<file path="config.mk">
export PLATFORM = sky130hd
export DESIGN_NAME = idle_timeout_frame_receiver_top
export DESIGN_NICKNAME = d
export VERILOG_FILES = /design/src/sv/ifr_pkg.sv /design/src/sv/ifr_frame_store.sv /design/src/sv/idle_timeout_frame_receiver_top.sv
export SDC_FILE = /design/constraint.sdc
export NUM_CORES = 1
export LEC_CHECK = 0
export BUFFER_PORTS_ARGS = -buffer_cell sky130_fd_sc_hd__buf_2
export CORE_ASPECT_RATIO = 0.7
export CORE_MARGIN = 2
export CORE_UTILIZATION = 31
export CTS_BUF_LIST = sky130_fd_sc_hd__clkbuf_8
export DETAILED_ROUTE_END_ITERATION = 7
export GPL_TIMING_DRIVEN = 0
export SKIP_LAST_GASP = 1
export SYNTH_ARGS = -nofsm -noshare
export SYNTH_HDL_FRONTEND = slang
export SYNTH_SLANG_ARGS = --single-unit
</file>
<file path="constraint.sdc">
create_clock -name clk -period 4.4 [get_ports clk]
set_input_delay 0.88 -clock clk [delete_from_list [all_inputs] [get_ports clk]]
set_output_delay 0.88 -clock clk [all_outputs]
set_load 0.01 [all_outputs]
</file>
<file path="src/sv/ifr_pkg.sv">
// Shared codes, field widths and control types of the idle-timeout frame receiver.
`default_nettype none

package ifr_pkg;

  localparam int unsigned FUNC_W    = 2;
  localparam int unsigned BYTE_W    = 8;
  localparam int unsigned IDX_IN_W  = 6;
  localparam int unsigned LEN_OUT_W = 6;
  localparam int unsigned TICK_W    = 16;

  localparam logic [TICK_W-1:0] TIMEOUT_RESET = 16'd5;

  // transaction function codes
  localparam logic [FUNC_W-1:0] FUNC_BYTE = 2'd0;
  localparam logic [FUNC_W-1:0] FUNC_TICK = 2'd1;
  localparam logic [FUNC_W-1:0] FUNC_READ = 2'd2;

  typedef struct packed {
    logic wr_en;   // store one received byte and the new slot length
    logic rd_en;   // capture read data for the accepted transaction
    logic rd_ok;   // read slot and index are in range
  } store_ctl_t;

endpackage

`default_nettype wire

</file>
<file path="src/sv/ifr_frame_store.sv">
// Frame byte memory and per-slot length table of the frame receiver.
`default_nettype none

module ifr_frame_store #(
  parameter int unsigned SLOTS        = 2,
  parameter int unsigned BUFFER_BYTES = 64,
  parameter int unsigned SW           = $clog2(SLOTS),
  parameter int unsigned IW           = $clog2(BUFFER_BYTES),
  parameter int unsigned LW           = $clog2(BUFFER_BYTES)
) (
  input  wire logic                         clk,
  input  wire logic                         rst_n,
  input  wire ifr_pkg::store_ctl_t          ctl,
  input  wire logic [SW-1:0]                wr_slot,
  input  wire logic [IW-1:0]                wr_pos,
  input  wire logic [LW-1:0]                wr_len,
  input  wire logic [ifr_pkg::BYTE_W-1:0]   wr_byte,
  input  wire logic [SW-1:0]                rd_slot,
  input  wire logic [IW-1:0]                rd_idx,
  output logic      [ifr_pkg::BYTE_W-1:0]   rd_data,
  output logic      [LW-1:0]                rd_len
);

  localparam int unsigned DEPTH = SLOTS * BUFFER_BYTES;
  localparam int unsigned AW    = $clog2(DEPTH);

  logic [ifr_pkg::BYTE_W-1:0] mem [DEPTH];
  logic [ifr_pkg::BYTE_W-1:0] mem_q_r;
  logic                       rd_ok_r;
  logic [LW-1:0]              len_r [SLOTS];

  logic [AW-1:0] wr_addr;
  logic [AW-1:0] rd_addr;

  assign wr_addr = AW'(wr_slot) * AW'(BUFFER_BYTES) + AW'(wr_pos);
  assign rd_addr = AW'(rd_slot) * AW'(BUFFER_BYTES) + AW'(rd_idx);

  always_ff @(posedge clk) begin
    if (ctl.wr_en) begin
      mem[wr_addr] <= wr_byte;
    end
    if (ctl.rd_en) begin
      mem_q_r <= mem[rd_addr];
    end
  end

  always_ff @(posedge clk) begin
    if (!rst_n) begin
      rd_ok_r <= 1'b0;
      for (int i = 0; i < int'(SLOTS); i++) begin
        len_r[i] <= '0;
      end
    end else begin
      if (ctl.rd_en) begin
        rd_ok_r <= ctl.rd_ok;
      end
      if (ctl.wr_en) begin
        len_r[wr_slot] <= wr_len;
      end
    end
  end

  assign rd_data = rd_ok_r ? mem_q_r : '0;
  // caller gates this when rd_slot is out of range
  assign rd_len  = len_r[rd_slot];

endmodule

`default_nettype wire

</file>
<file path="src/sv/idle_timeout_frame_receiver_top.sv">
// Top level of the idle-timeout frame receiver: control, state and result register.
//
//  channel | direction | handshake          | payload
//  in_     | input     | in_valid/in_stall  | func, rx_byte, read_slot, read_index
//  out_    | output    | out_valid/out_stall| frame_done, done_slot, done_length,
//          |           |                    | read_data, read_length, receiving
//  cfg_    | input     | cfg_wr_en          | cfg_wr_data (idle timeout ticks)
//
// One transaction per cycle while in_stall is low; each result is registered and appears
// in the cycle after acceptance, read data via the frame byte memory's registered port.
// Synchronous active-low reset clears control, counters and slot lengths; frame
// bytes stay undefined until written.
// in_stall is high only while a result is held and out_stall is high.
`default_nettype none

module idle_timeout_frame_receiver_top #(
  parameter int unsigned SLOTS        = 2,
  parameter int unsigned BUFFER_BYTES = 64
) (
  input  wire logic                            clk,
  input  wire logic                            rst_n,
  input  wire logic                            in_valid,
  output logic                                 in_stall,
  input  wire logic [ifr_pkg::FUNC_W-1:0]      in_func,
  input  wire logic [ifr_pkg::BYTE_W-1:0]      in_rx_byte,
  input  wire logic                            in_read_slot,
  input  wire logic [ifr_pkg::IDX_IN_W-1:0]    in_read_index,
  output logic                                 out_valid,
  input  wire logic                            out_stall,
  output logic                                 out_frame_done,
  output logic                                 out_done_slot,
  output logic      [ifr_pkg::LEN_OUT_W-1:0]   out_done_length,
  output logic      [ifr_pkg::BYTE_W-1:0]      out_read_data,
  output logic      [ifr_pkg::LEN_OUT_W-1:0]   out_read_length,
  output logic                                 out_receiving,
  input  wire logic                            cfg_wr_en,
  input  wire logic [ifr_pkg::TICK_W-1:0]      cfg_wr_data
);

  localparam int unsigned SW = $clog2(SLOTS);
  localparam int unsigned IW = $clog2(BUFFER_BYTES);
  localparam int unsigned LW = $clog2(BUFFER_BYTES);
  localparam logic [LW-1:0] LEN_MAX  = LW'(BUFFER_BYTES - 1);
  localparam logic [SW-1:0] SLOT_MAX = SW'(SLOTS - 1);

  logic [ifr_pkg::TICK_W-1:0] timeout_r;
  logic                       rcv_r, rcv_nxt;
  logic [ifr_pkg::TICK_W-1:0] cnt_r, cnt_nxt;
  logic [SW-1:0]              slot_r, slot_nxt;
  logic [LW-1:0]              len_r, len_nxt;

  logic                            out_valid_r;
  logic                            done_r;
  logic                            dslot_r;
  logic [ifr_pkg::LEN_OUT_W-1:0]   dlen_r;
  logic [ifr_pkg::LEN_OUT_W-1:0]   rlen_r;
  logic                            orcv_r;

  logic acc;
  logic is_byte, is_tick, is_read;
  logic [LW-1:0] base_len, new_len;
  logic [ifr_pkg::TICK_W-1:0] cnt_inc;
  logic close;
  logic slot_ok, idx_ok;

  ifr_pkg::store_ctl_t        st_ctl;
  logic [ifr_pkg::BYTE_W-1:0] st_rd_data;
  logic [LW-1:0]              st_rd_len;

  assign in_stall = out_valid_r & out_stall;
  assign acc      = in_valid & ~in_stall;

  assign is_byte = (in_func == ifr_pkg::FUNC_BYTE);
  assign is_tick = (in_func == ifr_pkg::FUNC_TICK);
  assign is_read = (in_func == ifr_pkg::FUNC_READ);

  // a byte while idle opens a new frame at length zero
  assign base_len = rcv_r ? len_r : '0;
  assign new_len  = (base_len == LEN_MAX) ? base_len : base_len + 1'b1;

  assign cnt_inc = (cnt_r == '1) ? cnt_r : cnt_r + 1'b1;
  assign close   = is_tick & rcv_r & (cnt_inc >= timeout_r);

  assign slot_ok = (32'(in_read_slot) < SLOTS);
  assign idx_ok  = (32'(in_read_index) < BUFFER_BYTES);

  always_comb begin
    rcv_nxt  = rcv_r;
    cnt_nxt  = cnt_r;
    slot_nxt = slot_r;
    len_nxt  = len_r;
    if (acc) begin
      if (is_byte) begin
        rcv_nxt = 1'b1;
        cnt_nxt = '0;
        len_nxt = new_len;
      end else if (is_tick && rcv_r) begin
        cnt_nxt = cnt_inc;
        if (close) begin
          rcv_nxt  = 1'b0;
          slot_nxt = (slot_r == SLOT_MAX) ? '0 : slot_r + 1'b1;
        end
      end
    end
  end

  always_ff @(posedge clk) begin
    if (!rst_n) begin
      timeout_r   <= ifr_pkg::TIMEOUT_RESET;
      rcv_r       <= 1'b0;
      cnt_r       <= '0;
      slot_r      <= '0;
      len_r       <= '0;
      out_valid_r <= 1'b0;
    end else begin
      if (cfg_wr_en) begin
        timeout_r <= cfg_wr_data;
      end
      rcv_r       <= rcv_nxt;
      cnt_r       <= cnt_nxt;
      slot_r      <= slot_nxt;
      len_r       <= len_nxt;
      out_valid_r <= acc | (out_valid_r & out_stall);
    end
  end

  always_ff @(posedge clk) begin
    if (acc) begin
      done_r  <= close;
      dslot_r <= close ? slot_r[0] : 1'b0;
      dlen_r  <= close ? ifr_pkg::LEN_OUT_W'(len_r) : '0;
      rlen_r  <= (is_read && slot_ok) ? ifr_pkg::LEN_OUT_W'(st_rd_len) : '0;
      orcv_r  <= rcv_nxt;
    end
  end

  assign st_ctl.wr_en = acc & is_byte;
  assign st_ctl.rd_en = acc;
  assign st_ctl.rd_ok = is_read & slot_ok & idx_ok;

  ifr_frame_store #(
    .SLOTS        (SLOTS),
    .BUFFER_BYTES (BUFFER_BYTES),
    .SW           (SW),
    .IW           (IW),
    .LW           (LW)
  ) u_store (
    .clk     (clk),
    .rst_n   (rst_n),
    .ctl     (st_ctl),
    .wr_slot (slot_r),
    .wr_pos  (IW'(base_len)),
    .wr_len  (new_len),
    .wr_byte (in_rx_byte),
    .rd_slot (SW'(in_read_slot)),
    .rd_idx  (IW'(in_read_index)),
    .rd_data (st_rd_data),
    .rd_len  (st_rd_len)
  );

  assign out_valid       = out_valid_r;
  assign out_frame_done  = done_r;
  assign out_done_slot   = dslot_r;
  assign out_done_length = dlen_r;
  assign out_read_data   = st_rd_data;
  assign out_read_length = rlen_r;
  assign out_receiving   = orcv_r;

`ifndef SYNTHESIS
  a_done_idle: assert property (@(posedge clk) disable iff (!rst_n)
    out_valid_r && out_frame_done |-> !out_receiving)
    else $error("frame done reported while still receiving");

  a_byte_clears_cnt: assert property (@(posedge clk) disable iff (!rst_n)
    acc && is_byte |=> cnt_r == '0 && rcv_r)
    else $error("received byte did not restart idle count");

  a_close_advances: assert property (@(posedge clk) disable iff (!rst_n)
    acc && close |=> !rcv_r && slot_r != $past(slot_r))
    else $error("frame close did not advance slot");

  a_slot_range: assert property (@(posedge clk) disable iff (!rst_n)
    32'(slot_r) < SLOTS)
    else $error("current slot out of range");

  a_no_accept_held: assert property (@(posedge clk) disable iff (!rst_n)
    out_valid_r && out_stall |-> !acc)
    else $error("transaction accepted while result held");
`endif

endmodule

`default_nettype wire
</file>
==> metrics.md, run 1 <==
| Metric | Value |
|---|---|
| Outcome | finished, final reports clean |
| Layout Skew | 0.0520 ns |
| Slowest cell on crit path | nor2_1 |
| RSZ-0062 raised after global routing | no |
| GPL Wtd Cong | 0.832 |
| DP Worst Slack | -0.684 ns |
| Max_cap viols | 0 |
| Number of global-route vias before repair | 21,900 |
| IO Count | 63 |
| Type of destination of the critical path | flop |
| Crit path kind | reg2reg |
| Post-synthesis cell type count | 53 |
| Top cell family by delay on the critical path | simple AND/OR/NAND/NOR gates |
| Number of synthesized flops with an enable pin | 1,059 |
| Die width | 451 microns |
| Routed WL per cell | 26.7 microns |
| Routed Antenna Nets | 0 |
| Setup violators final | 0 |
| WP data required | 4.85 ns |
| Mapped Avg Cell Area | 21.5 sq um |
| Initial antenna violation count | 10 |
| PwrDens | 412 nW/um^2 |
| First-pass GRT wire length | 160 mm |
| Critical Path Most Common Cell | clkbuf_1 |
| Max Root-Sink Buffers | 3 |
| Leak | 15.2 nW |
| FFs w/ async S/R, synth | 0% |
| Vias post-DR | 21,800 |
| Worst Setup Start Kind | flop |
| Final WS setup | 0.128 ns |
| Area delta synth->final | 13.3% |
| Starting density of the core | 31.3% |
| DRC | 0 |
| Register bit total from synthesis | 1,101 |
| Routed WL | 113 mm |
| Buf/Inv on CP | 2 |
| Max incr delay on CP | 0.96 ns |
| DIE AREA | 143,000 sq um |
| IO Port Bufs | 54 |
| Seq/Total Area, Yosys | 75.3% |
| Gate Count Post-Synth | 2,019 |
| Overall Global Routing Usage | 15.7% |
| Post-synthesis cell area | 43,300 sq um |
| Max Fclk | 234 MHz |
| Final hold vios | 0 |
| H-Tree Level Count | 4 |
| Design Power | 20.2 mW |
| Pin count of the biggest net entering global routing | 98 |
| Pre-Repair DR Iteration Count | 7 |
| CTS tree | done |
| Arrival @ worst endpoint | 4.72 ns |
| Chip height | 317 microns |
| Synthesized Nets | 2,075 |
| CTS Buf Count | 153 |
| Post-DP HPWL | 76.2 mm |
| Fin crit period | 4.27 ns |
| Worst IR Drop VDD | 0.214 mV |
| Hold Path Class | in2reg |
| Fin. max-slew vios | 0 |
| Clk pin slew, worst setup/hold paths | 0.07 ns |
| Worst-Margin Slew | 1.47 ns |
| CP cell instances | a21bo_1 -> nor3_1 -> clkbuf_1 -> nand2_1 -> clkbuf_1 -> nor2_1 |
| Worst-Skew Late Latency | 0.86 ns |
| Crit Path Max Fanout | 10 |
| Row Count | 114 |
| CTS Sinks | 1,101 |
| Share of layout cells above drive strength 1 | 27.3% |
| Top_reg_cell synth | edfxtp_1 |
| Synth Warn # | 0 |
| Max transition margin | 2.33% |
| Initial DRC count | 2,943 |
| Worst hold slack | 0.239 ns |
| # diodes | 0 |
| Final Net Count | 2,298 |
| Fill cell count | 12,700 |
| Average vias per placed instance | 5.16 |
| Final worst path period share | 97.1% |
| Total core area | 138,000 sq um |
| Cell chosen for the clock root | clkbuf_8 |
| Grt ovf | 0 |
-- worst paths after layout --
kind                            slack, ns                 end  startpoint  cells after the start
worst max-delay path                 0.13  u_store.mem[48][6]   out_valid                      6
worst min-delay path                 0.24           out_valid    in_valid                      2
worst max register to register       0.13  u_store.mem[48][6]   out_valid                      6
worst min register to register       0.49           cnt_r[12]   cnt_r[12]                      2
-- metrics by stage --
step	instance area, sq um	TNS (ns)	instances	utilization, %
floorplan	43300	0	2019	-
global placement	45900	-134.28	3929	33.2
detailed placement	46200	-151.71	3941	33.4
CTS	49100	0	4217	35.5
global route	49100	0	4219	35.5
finish	49100	0	4219	35.5
-- sequential cells by signal, indices dropped and copies added, names as in the netlist, 6 cells and up --
signal,flops
cnt_r,16
len_r,6
out_read_length,6
u_store.mem_q_r,8
u_store.mem,1024
timeout_r,16
out_done_length,6
u_store.len_r,12
-- Yosys cell counts, drive strengths merged, types with 2 or more instances --
library cell	instances	area (sq um)
xor2	2	17.5
o21a	2	15.0
ha	18	225
edfxtp	1059	31800
o31ai	8	60.1
inv	21	78.8
nand3b	6	45.0
clkbuf	77	289
nand3	21	105
a21oi	16	80.1
and4	3	26.3
mux2	9	101
mux4	336	7570
a21o	6	45.0
or4	2	15.0
nand4	5	31.3
a211oi	5	37.5
o21ai	12	60.1
and3	5	31.3
nor4	4	25.0
nand2	40	150
xnor2	14	123
nor2b	4	25.0
o211ai	3	22.5
and2	15	93.8
mux2i	23	230
nor3	7	35.0
nor2	180	676
or3	5	31.3
a31oi	10	62.6
dfxtp	42	841
nand2b	3	18.8
buf	39	225
-- timing repair --
item / 4_1_cts / 5_1_grt
hold endpoints to repair: 0 / 0
gates resized for setup: 3 / 1
pin swaps: 0 / 1
cloned: 0 / 0
setup endpoints to repair: 17 / 10
buffers inserted: 0 / 0
hold buffers: 0 / 0
-- layer usage --
metal	vias to the layer above	track usage (%)	wire length, microns
met2	1172	22.4	48600
met1	11600	23.2	49200
li1	8858	-	-
met4	2	4.08	2050
met5	-	0	6
met3	148	4.89	12900
-- layout by cell type (no fill, tap or decap), types with 9 or more instances in the layout --
cell | Yosys | routed
edfxtp_1 | 1059 | 1059
mux4_2 | 336 | 336
nor2_1 | 180 | 180
clkbuf_8 | 0 | 155
clkbuf_1 | 77 | 74
inv_1 | 21 | 68
buf_2 | 12 | 59
dfxtp_1 | 42 | 42
nand2_1 | 40 | 40
clkinv_1 | 0 | 35
buf_4 | 13 | 25
mux2i_1 | 23 | 23
nand3_1 | 21 | 21
clkinv_2 | 0 | 21
ha_1 | 18 | 18
a21oi_1 | 16 | 16
and2_1 | 15 | 15
xnor2_1 | 14 | 14
buf_1 | 12 | 12
o21ai_0 | 12 | 12
a31oi_1 | 10 | 10
mux2_2 | 9 | 9
-- cells by family after synthesis --
group                    count (synthesis)  synth area share [%]
flip-flops                            1101                  75.3
buffers and inverters                  137                  1.37
AO/OA/AOI/OAI                           73                  1.11
XOR/XNOR                                16                 0.323
multiplexers                           368                  18.2
adder cells (fa/ha/maj)                 18                 0.520
AND/OR/NAND/NOR                        306                  3.13
-- final cells by class --
| class | count | area [sq um] | share of cell area [%] |
|---|---|---|---|
| plain buffers | 116 | 518 | 1.06 |
| flip-flops and latches | 1101 | 32600 | 66.5 |
| clock inverters | 121 | 686 | 1.40 |
| well taps | 1856 | 2320 | 4.73 |
| repair buffers | 68 | 561 | 1.14 |
| clock buffers | 155 | 2130 | 4.35 |
| inverters | 21 | 78.8 | 0.161 |
| multi-input cells | 781 | 10100 | 20.7 |
-- report_power, final --
part / internal [mW] / leakage [nW] / switching (mW)
Combinational: 0.431 / 3.68 / 0.679
Clock: 3.61 / 1.63 / 3.97
Sequential: 11.5 / 9.90 / 0.0149
(Power assumes the default switching activity.)
==> inputs of run 2 (changes only) <==
--- a/config.mk
+++ b/config.mk
@@ -8,7 +8,7 @@
 export BUFFER_PORTS_ARGS = -buffer_cell sky130_fd_sc_hd__buf_2
 export CORE_ASPECT_RATIO = 0.7
 export CORE_MARGIN = 2
-export CORE_UTILIZATION = 31
+export CORE_UTILIZATION = 40
 export CTS_BUF_LIST = sky130_fd_sc_hd__clkbuf_8
 export DETAILED_ROUTE_END_ITERATION = 7
 export GPL_TIMING_DRIVEN = 0
==> run 2 against run 1 <==
The flow now finishes with violations (max-capacitance violations, max-slew violations). Core utilization grew 10 points. Non-clock buffer count shrank 3. Critical path type unchanged. Highest routed layer unchanged. Routed wire length shrank 1.3%. Power grew 0.27%. Largest power group unchanged.
==> metrics.md, run 2 (synthesis gave the netlist of run 1 again) <==
| Metric | Value |
|---|---|
| Fin. max-slew vios | 11 |
| Routed WL per cell | 29.3 microns |
| Worst-Margin Slew | 1.54 ns |
| Hold Path Depth | 2 |
| Row Count | 100 |
| Critical R2R Capture | u_store.mem[89][0] |
| Cell chosen for the clock root | clkbuf_8 |
| Fill cell count | 8,952 |
| Pre-Repair DR Iteration Count | 7 |
| Slowest cell on crit path | nor2_1 |
| Most frequent cells in the layout | edfxtp_1 (1,059), mux4_2 (336), nor2_1 (179) |
| Most common cell after layout, fill and taps aside | edfxtp_1 |
| IO Count | 63 |
| Worst IR Drop VDD | 0.216 mV |
| Failing checks | max-capacitance violations, max-slew violations |
| Type of destination of the critical path | flop |
| Critical Path Most Common Cell | clkbuf_1 |
| Outcome | complete, but fails checks |
| Top cell family by delay on the critical path | simple AND/OR/NAND/NOR gates |
| WP data required | 4.85 ns |
| Grt ovf | 0 |
| Overall Global Routing Usage | 20.2% |
| Setup violators final | 0 |
| Max reg flops | 1,024 |
| HP Start | in_valid |
| Average vias per placed instance | 5.76 |
| Total core area | 107,000 sq um |
| CP cell instances | a21bo_1 -> or3_1 -> clkbuf_1 -> or4_1 -> clkbuf_1 -> clkbuf_1 -> nor2_1 |
| Vias post-DR | 21,900 |
| Initial DRC count | 2,963 |
| Worst-Skew Late Latency | 0.85 ns |
| Footprint of the multi-input gates | 10,200 sq um |
| Die width | 397 microns |
| Max Root-Sink Buffers | 3 |
| Non-Filler Instances | 3,802 |
| Fin crit period | 4.12 ns |
| Hold-fix buffer count after cts | 0 |
| Worst hold slack | 0.271 ns |
| Reg2reg start | out_valid |
| Worst Setup Start Kind | flop |
| Initial antenna violation count | 8 |
| RSZ-0062 raised after global routing | no |
| Number of global-route vias before repair | 21,700 |
| Share of layout cells above drive strength 1 | 27.4% |
| GPL Wtd Cong | 0.859 |
| Max transition margin | -2.52% |
| Cells after DPL | 3,512 |
| Post-DP HPWL | 73.5 mm |
| Max_cap viols | 2 |
| Starting density of the core | 40.6% |
| FF-to-FF setup slack | 0.28 ns |
| CTS tree | done |
| DRC | 0 |
| Pin count of the biggest net entering global routing | 93 |
| First-pass GRT wire length | 158 mm |
| Cells on worst reg2reg path | 7 |
| Max incr delay on CP | 0.93 ns |
| Hold worst-path end | out_valid |
| Layout Skew | 0.0318 ns |
| Crit path kind | reg2reg |
| Final hold vios | 0 |
| CTS Buf Count | 161 |
| Final Net Count | 2,303 |
| H-Tree Level Count | 4 |
| Clk pin slew, worst setup/hold paths | 0.06 ns |
| IO Port Bufs | 54 |
| Final design utilization | 45.5% |
| Chip height | 279 microns |
| Buf/Inv on CP | 3 |
| Final worst path period share | 93.7% |
| Area delta synth->final | 12.2% |
| Arrival @ worst endpoint | 4.57 ns |
| Reg area | 32,600 sq um |
| Max Fclk | 243 MHz |
| DIE AREA | 111,000 sq um |
| Crit Path Max Fanout | 10 |
| CTS Sinks | 1,101 |
| Top flop regs | u_store.mem x1024, cnt_r x16, timeout_r x16 |
| Routed Antenna Nets | 0 |
| PwrDens | 417 nW/um^2 |
| Leak | 15.2 nW |
| Hold Path Class | in2reg |
| Routed WL | 111 mm |
| Largest Register | u_store.mem |
-- run 2: cell types whose count changed in the layout (fill, tap and decap cells not counted), sizes merged --
cell / change
inv: +7
buf: -4
clkbuf: +12
diode: +2
clkinvlp: +6
bufinv: -2
clkinv: -10
-- run 2: stage by stage --
stage                     instance area [sq um]  worst slack, ns  setup TNS, ns  total power [mW]
after global placement                    45400           -0.524        -103.55              12.8
after floorplan                           43300            0.744              0              12.3
final                                     48600            0.279              0              20.3
after detailed placement                  45700           -0.441         -88.96              12.9
after global routing                      48600           0.0168              0              20.9
after CTS                                 48600            0.138              0              20.4
-- run 2: report_power, final --
| part | internal, mW | total (mW) | switching, mW |
|---|---|---|---|
| registers | 11.5 | 11.5 | 0.0151 |
| clock network | 3.69 | 7.64 | 3.95 |
| logic | 0.430 | 1.11 | 0.675 |
-- run 2: repair_timing --
| action | in CTS | in global routing |
|---|---|---|
| endpoints found under the setup margin | 11 | 10 |
| cloned | 0 | 0 |
| resized for setup | 3 | 2 |
| setup buffers | 0 | 0 |
-- run 2: layer usage --
metal,part of all wire (%),global-route usage [%],vias up
li1,-,-,8874
met1,45,31.3,11700
met2,42,27.5,1176
met3,12,6.26,141
met4,1.8,5.49,2
met5,0.0063,0,-
-- run 2: cell type report --
type	count	area share (%)
sequential	1101	67.1
multi-input combinational	781	20.9
clock buffer	166	4.70
tap	1428	3.68
clock inverter	122	1.27
timing repair buffer	65	1.08
buffer	116	1.07
inverter	21	0.162
antenna	2	0.0103
-- run 2: worst max-delay path by stage --
stage | slack [ns] | cells after the start | endpoint | from
after floorplan | 0.74 | 13 | out_receiving | cnt_r[2]
after global placement | -0.52 | 6 | u_store.mem[75][2] | in_valid
after detailed placement | -0.44 | 13 | out_done_slot | cnt_r[2]
after CTS | 0.14 | 13 | out_done_slot | cnt_r[2]
after global routing | 0.02 | 13 | out_done_length[2] | cnt_r[2]
final | 0.28 | 7 | u_store.mem[89][0] | out_valid
